**config.mk**
```make
export PLATFORM = sky130hd
export DESIGN_NAME = bba_ram
export DESIGN_NICKNAME = d
export VERILOG_FILES = /design/src/rtl/core/bba_ram.sv
export SDC_FILE = /design/constraint.sdc
export NUM_CORES = 1
export LEC_CHECK = 0
export BUFFER_PORTS_ARGS = -buffer_cell sky130_fd_sc_hd__buf_2
export CAP_MARGIN = 20
export CORE_MARGIN = 5
export CORE_UTILIZATION = 50
export DETAILED_ROUTE_END_ITERATION = 8
export PLACE_DENSITY_LB_ADDON = 0.1
export SYNTH_ARGS = -nofsm -noshare
export SYNTH_HDL_FRONTEND = slang
export SYNTH_SLANG_ARGS = --single-unit
```
**constraint.sdc**
```tcl
create_clock -name clock -period 1.6 [get_ports clock]
set_input_delay 0.08 -clock clock [delete_from_list [all_inputs] [get_ports clock]]
set_output_delay 0.08 -clock clock [all_outputs]
set_load 0.005 [all_outputs]
```
**src/rtl/core/bba_ram.sv**
```systemverilog
`timescale 1ns / 1ps

module bba_ram #(
   parameter int WIDTH = 8,
   parameter int DEPTH = 16
) (
   input  logic                     clock,
   input  logic                     we,
   input  logic [$clog2(DEPTH)-1:0] waddr,
   input  logic [WIDTH-1:0]         wdata,
   input  logic [$clog2(DEPTH)-1:0] raddr,
   output logic [WIDTH-1:0]         rdata
);

   logic [WIDTH-1:0] mem_ff [DEPTH];

   always_ff @(posedge clock) begin
      if (we) begin
         mem_ff[waddr] <= wdata;
      end
      rdata <= mem_ff[raddr];
   end

endmodule

```
==> results of run 1 <==
cell usage in the layout (no fill, tap or decap), drive strengths merged, types with 5 or more instances in the layout:
master       instances
a22oi               16
buf                 49
clkbuf              20
clkinv               5
dfxtp                8
dlygate4sd3          8
edfxtp             128
mux4                32
nand2                9
nor2                13
where the power goes:
group	internal, uW	switching, uW	total, uW
registers	3980	24.5	4010
logic	182	208	390
clock network	2610	1380	3990
registers in the layout, summed over array words and instances (netlist names):
signal	flops
mem_ff	128
rdata	8
worst min-delay path: stages:
cell and delay, ns:
buf_2 0.15, nor3_1 0.08, buf_4 0.15
how the worst max path moves through the flow:
| stage | start | end | cells after the start |
|---|---|---|---|
| after floorplan | waddr[2] | mem_ff[0][0] | 2 |
| after global placement | raddr[0] | rdata[1] | 5 |
| after detailed placement | raddr[0] | rdata[3] | 5 |
| after CTS | mem_ff[1][3] | rdata[3] | 3 |
| after global routing | mem_ff[5][3] | rdata[3] | 3 |
| final | mem_ff[11][6] | rdata[6] | 3 |
area by class of cell:
type,instances,area [sq um]
flip-flops and latches,136,4000
fillers,756,3910
multi-input cells,83,1060
clock buffers,20,445
repair buffers,57,423
clock inverters,12,175
well taps,136,170
layer usage:
metal | vias up | track usage [%] | routed length, microns
met5 | - | 0 | 0
met4 | 0 | 6.08 | 128
met3 | 10 | 3.64 | 679
met2 | 96 | 25.3 | 4720
met1 | 1251 | 25.1 | 4230
li1 | 1110 | - | -
timing repair:
item,4_1_cts,5_1_grt
gates resized for setup,0,0
hold buffers,8,0
hold endpoints to repair,128,0
cells by family after synthesis:
| logic type | share of synthesized area (%) |
|---|---|
| compound gates | 2.33 |
| flops | 77.8 |
| mux | 15.0 |
| simple gates | 3.18 |
| buf+inv | 1.68 |
per-stage QoR:
step / area, sq um / power [uW] / setup slack [ns] / cells / hold slack, ns
after floorplan: 5150 / 4280 / 0.0271 / 229 / 0.179
after global placement: 5570 / 4460 / 0.112 / 404 / 0.462
after global routing: 6270 / 8690 / 0.148 / 444 / 0.128
after CTS: 6270 / 8460 / 0.229 / 444 / 0.107
final: 6270 / 8390 / 0.243 / 444 / 0.123
after detailed placement: 5570 / 4470 / 0.0973 / 404 / 0.462
==> flow_summary.json, run 1 <==
{
  "status": "completed",
  "fin_crit_ns": 1.36,
  "row_count": 37,
  "slew_violations": 0,
  "synthTopCellsByArea": "edfxtp_1 75%, mux4_2 7.9%, mux4_1 7.1%, dfxtp_1 3.1%, a22oi_1 2.3%",
  "crit_fanout": 1,
  "syn_area_per_cell_sq_um": 22.5,
  "synth_top_area_share_pct": 74.7,
  "die_h_microns": 111,
  "gr-usage-all-layers_pct": 17.0,
  "r2r_cells": 3,
  "cp_top_family": "multiplexers",
  "initialDrtViolationCount": 179,
  "via_count": 2467,
  "synth_commonest_cells": "128 x edfxtp_1, 18 x mux4_2, 16 x a22oi_1",
  "cts_made_buffers": 17,
  "cts_max_level": 4,
  "finalCritPeriodShare_pct": 84.8,
  "detail_route.first_pass.iterations": 4,
  "cts_tree": "yes",
  "slowest_stage": "mux4_2",
  "clock_latency_ns": 0.50,
  "postCtsSetupBuffers": 0,
  "clk_path_buf_depth": 2,
  "drive_above_1_share_pct": 32.1,
  "synth-seq-cells": 136,
  "finalSetupViolations": 0,
  "rrSetupSlack_ns": 0.24,
  "maxCapViolations": 0,
  "dpl.hpwl_microns": 6330,
  "wl_per_cell_microns": 22.0,
  "hold_viol": 0,
  "drc": 0,
  "yosysWarnings": 0,
  "ys_seq_area_share_pct": 77.8,
  "syn-num-nets": 247,
  "core-area_sq_mm": 0.0102,
  "syn_area_sq_mm": 0.00515,
  "cts_root_buf": "clkbuf_8",
  "area_growth_syn_to_layout_pct": 21.9,
  "crit_chain": "mux4_2 > a22oi_1 > nand2_1",
  "viasPerCell": 5.56,
  "ant_nets": 0,
  "crit_buf_inv": 0,
  "slowest_delay_ns": 0.46,
  "power_density_mw_per_mm2": 1340,
  "rr_endpoint": "rdata[6]",
  "hold_end": "mem_ff[4][1]",
  "worstHoldPathType": "in -> reg",
  "max_slew_margin_pct": 69.8,
  "start_kind": "flop",
  "critPathRequiredTime_ns": 1.98,
  "critPathCaptureType": "flop",
  "synth_ff_type": "edfxtp_1",
  "worst_clock_skew_ns": 0.00618,
  "synth_edf_count": 128,
  "gp_congestion": 0.754,
  "cts.sinks": 136,
  "numPortBuffers": 25,
  "ys_async_sr_fraction_pct": 0,
  "synth_largest_area_cell": "edfxtp_1",
  "finalCoreUtilization_pct": 61.6,
  "cp.arrival_ns": 1.73,
  "peakVddDrop_v": 0.000682,
  "worstSetupPathType": "reg -> reg",
  "ys_types": 19,
  "grt_pass1_wl_microns": 15400,
  "gr-total-overflow": 0,
  "dieArea_sq_mm": 0.0124,
  "worst_slew_pin_slew_ns": 0.452,
  "min_delay_path_depth": 3,
  "fmax_mhz": 737,
  "tns_ns": 0,
  "die_w_microns": 111,
  "timing.rr.start": "mem_ff[11][6]",
  "start_util_pct": 50.5,
  "rsz0062_at_grt": "false",
  "p_leak_uw": 0.00217,
  "clk_pin_slew_ns": 0.06,
  "yosysMostFrequentCell": "edfxtp_1",
  "antenna_cells": 0,
  "hp-start": "waddr[0]",
  "routed_wl_microns": 9760,
  "antenna_found_initial": 0,
  "grt_max_degree": 33,
  "nets": 313,
  "grt_pass1_vias": 2556,
  "netlist_instances": 229,
  "io_pins": 26
}
No activity file was read; power rests on OpenSTA's default activity.
==> run 2: changes to the inputs <==
--- a/config.mk
+++ b/config.mk
@@ -5,6 +5,7 @@
 export SDC_FILE = /design/constraint.sdc
 export NUM_CORES = 1
 export LEC_CHECK = 0
+export ABC_AREA = 1
 export BUFFER_PORTS_ARGS = -buffer_cell sky130_fd_sc_hd__buf_2
 export CAP_MARGIN = 20
 export CORE_MARGIN = 5
==> constraint.sdc (replaced) <==
create_clock -name clock -period 1.25 [get_ports clock]
set_input_delay 0.0625 -clock clock [delete_from_list [all_inputs] [get_ports clock]]
set_output_delay 0.0625 -clock clock [all_outputs]
set_load 0.005 [all_outputs]
==> run 2 against run 1 <==
Synthesized cell count is 140% higher. Critical path depth is 3 higher. Worst hold slack worse by 0.082 ns. Synthesized area is 12% higher. First-iteration DRC count is 81% higher. Highest routed layer unchanged. Die area is 11% higher. Flip-flop and latch count stayed put.
==> flow_summary.json, run 2 <==
{
  "status": "completed",
  "crit_fanout": 1,
  "die_w_microns": 117,
  "start_util_pct": 50.7,
  "wl_per_cell_microns": 16.4,
  "fin_crit_ns": 0.965,
  "reg_top3": "mem_ff (128), rdata (8)",
  "via_count": 3826,
  "gr-usage-all-layers_pct": 18.8,
  "internal_power_uw": 8520,
  "syn_area_sq_mm": 0.00577,
  "clk_path_buf_depth": 2,
  "numPortBuffers": 25,
  "cp.arrival_ns": 1.26,
  "finalCritPeriodShare_pct": 77.2,
  "power.switching_uw": 2200,
  "core-area_sq_mm": 0.0114,
  "rsz0062_at_grt": "false",
  "antenna_cells": 0,
  "postCtsHoldBufs": 0,
  "worstHoldPathType": "in -> reg",
  "yosysWarnings": 0,
  "antenna_found_initial": 0,
  "fmax_mhz": 1040,
  "initialDrtViolationCount": 324,
  "dieArea_sq_mm": 0.0138,
  "grt_max_degree": 65,
  "hold_ws_ns": 0.0414,
  "postCtsSetupBuffers": 0,
  "synthTopCellsByArea": "edfxtp_1 67%, nand2_1 11%, nand3_1 8.4%, inv_1 6.5%, dfxtp_1 2.8%",
  "ys_types": 12,
  "drive_above_1_share_pct": 13.4,
  "synth_largest_area_cell": "edfxtp_1",
  "cts.sinks": 136,
  "maxCapViolations": 0,
  "grt_pass1_vias": 3781,
  "gr-total-overflow": 0,
  "p_leak_uw": 0.00297,
  "total_power_uw": 10700,
  "ant_nets": 0,
  "area_growth_syn_to_layout_pct": 17.0,
  "critPathRequiredTime_ns": 1.55,
  "synth_edf_count": 128,
  "slew_violations": 0,
  "peakVddDrop_v": 0.000898,
  "nets": 616,
  "worst_slew_pin_slew_ns": 0.330,
  "largest_reg_flops": 128,
  "routed_wl_microns": 12300,
  "hold_viol": 0,
  "grt_pass1_wl_microns": 19900,
  "finalSetupViolations": 0,
  "worst_clock_skew_ns": 0.00408,
  "pwr-share-clk_pct": 46.4,
  "gp_congestion": 0.810,
  "post_cts_resized": 0,
  "clock_latency_ns": 0.41,
  "tns_ns": 0,
  "yosysMostFrequentCell": "nand2_1",
  "cts_max_level": 4,
  "clk_pin_slew_ns": 0.05,
  "worstSetupPathType": "reg -> reg",
  "cts_made_buffers": 17,
  "comb_power_share_pct": 5.8,
  "drc": 0,
  "cts_tree": "yes",
  "start_kind": "flop",
  "syn-num-nets": 569,
  "finalCoreUtilization_pct": 59.3,
  "synth_top_area_share_pct": 66.7,
  "synth_commonest_cells": "173 x nand2_1, 128 x edfxtp_1, 100 x inv_1",
  "detail_route.first_pass.iterations": 5,
  "mostFrequentLayoutCells": "173 x nand2_1, 128 x edfxtp_1, 100 x inv_1, 97 x nand3_1, 25 x buf_2",
  "power_density_mw_per_mm2": 1590,
  "netlist_instances": 551,
  "largest-register": "mem_ff",
  "ys_seq_area_share_pct": 69.4,
  "synth-seq-cells": 136,
  "synth_ff_type": "edfxtp_1",
  "critPathCaptureType": "flop",
  "io_pins": 26,
  "dpl.hpwl_microns": 7710,
  "ys_async_sr_fraction_pct": 0,
  "syn_area_per_cell_sq_um": 10.5,
  "swShare_pct": 20.5,
  "row_count": 39,
  "die_h_microns": 117,
  "layout_commonest_cell": "nand2_1",
  "sequentialPowerShare_pct": 47.8,
  "viasPerCell": 5.07,
  "cts_root_buf": "clkbuf_16",
  "max_slew_margin_pct": 78.0
}
-- run 2: cell count changes after synthesis, sizes merged, moves of 2 or more --
cell,previous run,this run
nand2,9,173
inv,0,102
nand3,1,97
mux4,32,0
buf,7,24
a22oi,16,0
nor2,13,17
nor3,4,0
clkdlybuf4s25,3,0
nand2b,2,0
-- run 2: kinds of logic (layout without fill, tap and decap cells) --
group,Yosys count,after routing,share of synthesized area (%)
buf+inv,126,186,9.52
simple gates,289,289,21.0
flops,136,136,69.4
-- run 2: final timing paths --
kind	startpoint	endpoint	slack (ns)	depth (start not counted)
max reg2reg	mem_ff[7][5]	rdata[5]	0.29	6
max	mem_ff[7][5]	rdata[5]	0.29	6
min	raddr[3]	rdata[4]	0.04	3
min reg2reg	mem_ff[14][4]	rdata[4]	0.66	6
-- run 2: layout make-up --
type,count,area (sq um)
Inverter,102,383
Sequential cell,136,4000
Tap cell,143,179
Clock inverter,9,123
Fill cell,969,4620
Multi-Input combinational cell,289,1210
Clock buffer,23,468
Timing Repair Buffer,52,378
-- run 2: layer usage --
metal	global-route usage [%]	routed length, microns	vias up
met1	24.4	5310	1826
met4	6.38	159	0
met3	5.44	780	18
met5	0	0	-
li1	-	-	1869
met2	30.3	6090	113
-- run 2: per-stage QoR --
stage | instance area, sq um | instances | setup slack (ns)
after floorplan | 5770 | 551 | 0.237
after global placement | 6160 | 722 | 0.158
after detailed placement | 6160 | 722 | 0.157
after CTS | 6750 | 754 | 0.270
after global routing | 6750 | 754 | 0.180
final | 6750 | 754 | 0.285
-- run 2: power groups by stage --
stage | Clock [uW] | Sequential [uW] | Combinational [uW]
after floorplan | 0 | 5220 | 360
after global placement | 0 | 5220 | 614
after detailed placement | 0 | 5220 | 625
after CTS | 5050 | 5130 | 632
after global routing | 5300 | 5130 | 705
final | 4970 | 5130 | 623
-- run 2: critical path, cell delays in order, from the launching register on --
cell and delay (ns):
edfxtp_1 0.36, inv_1 0.06, nand2_1 0.04, nand3_1 0.09, nand3_1 0.07, nand3_1 0.15
nand2_1 0.08
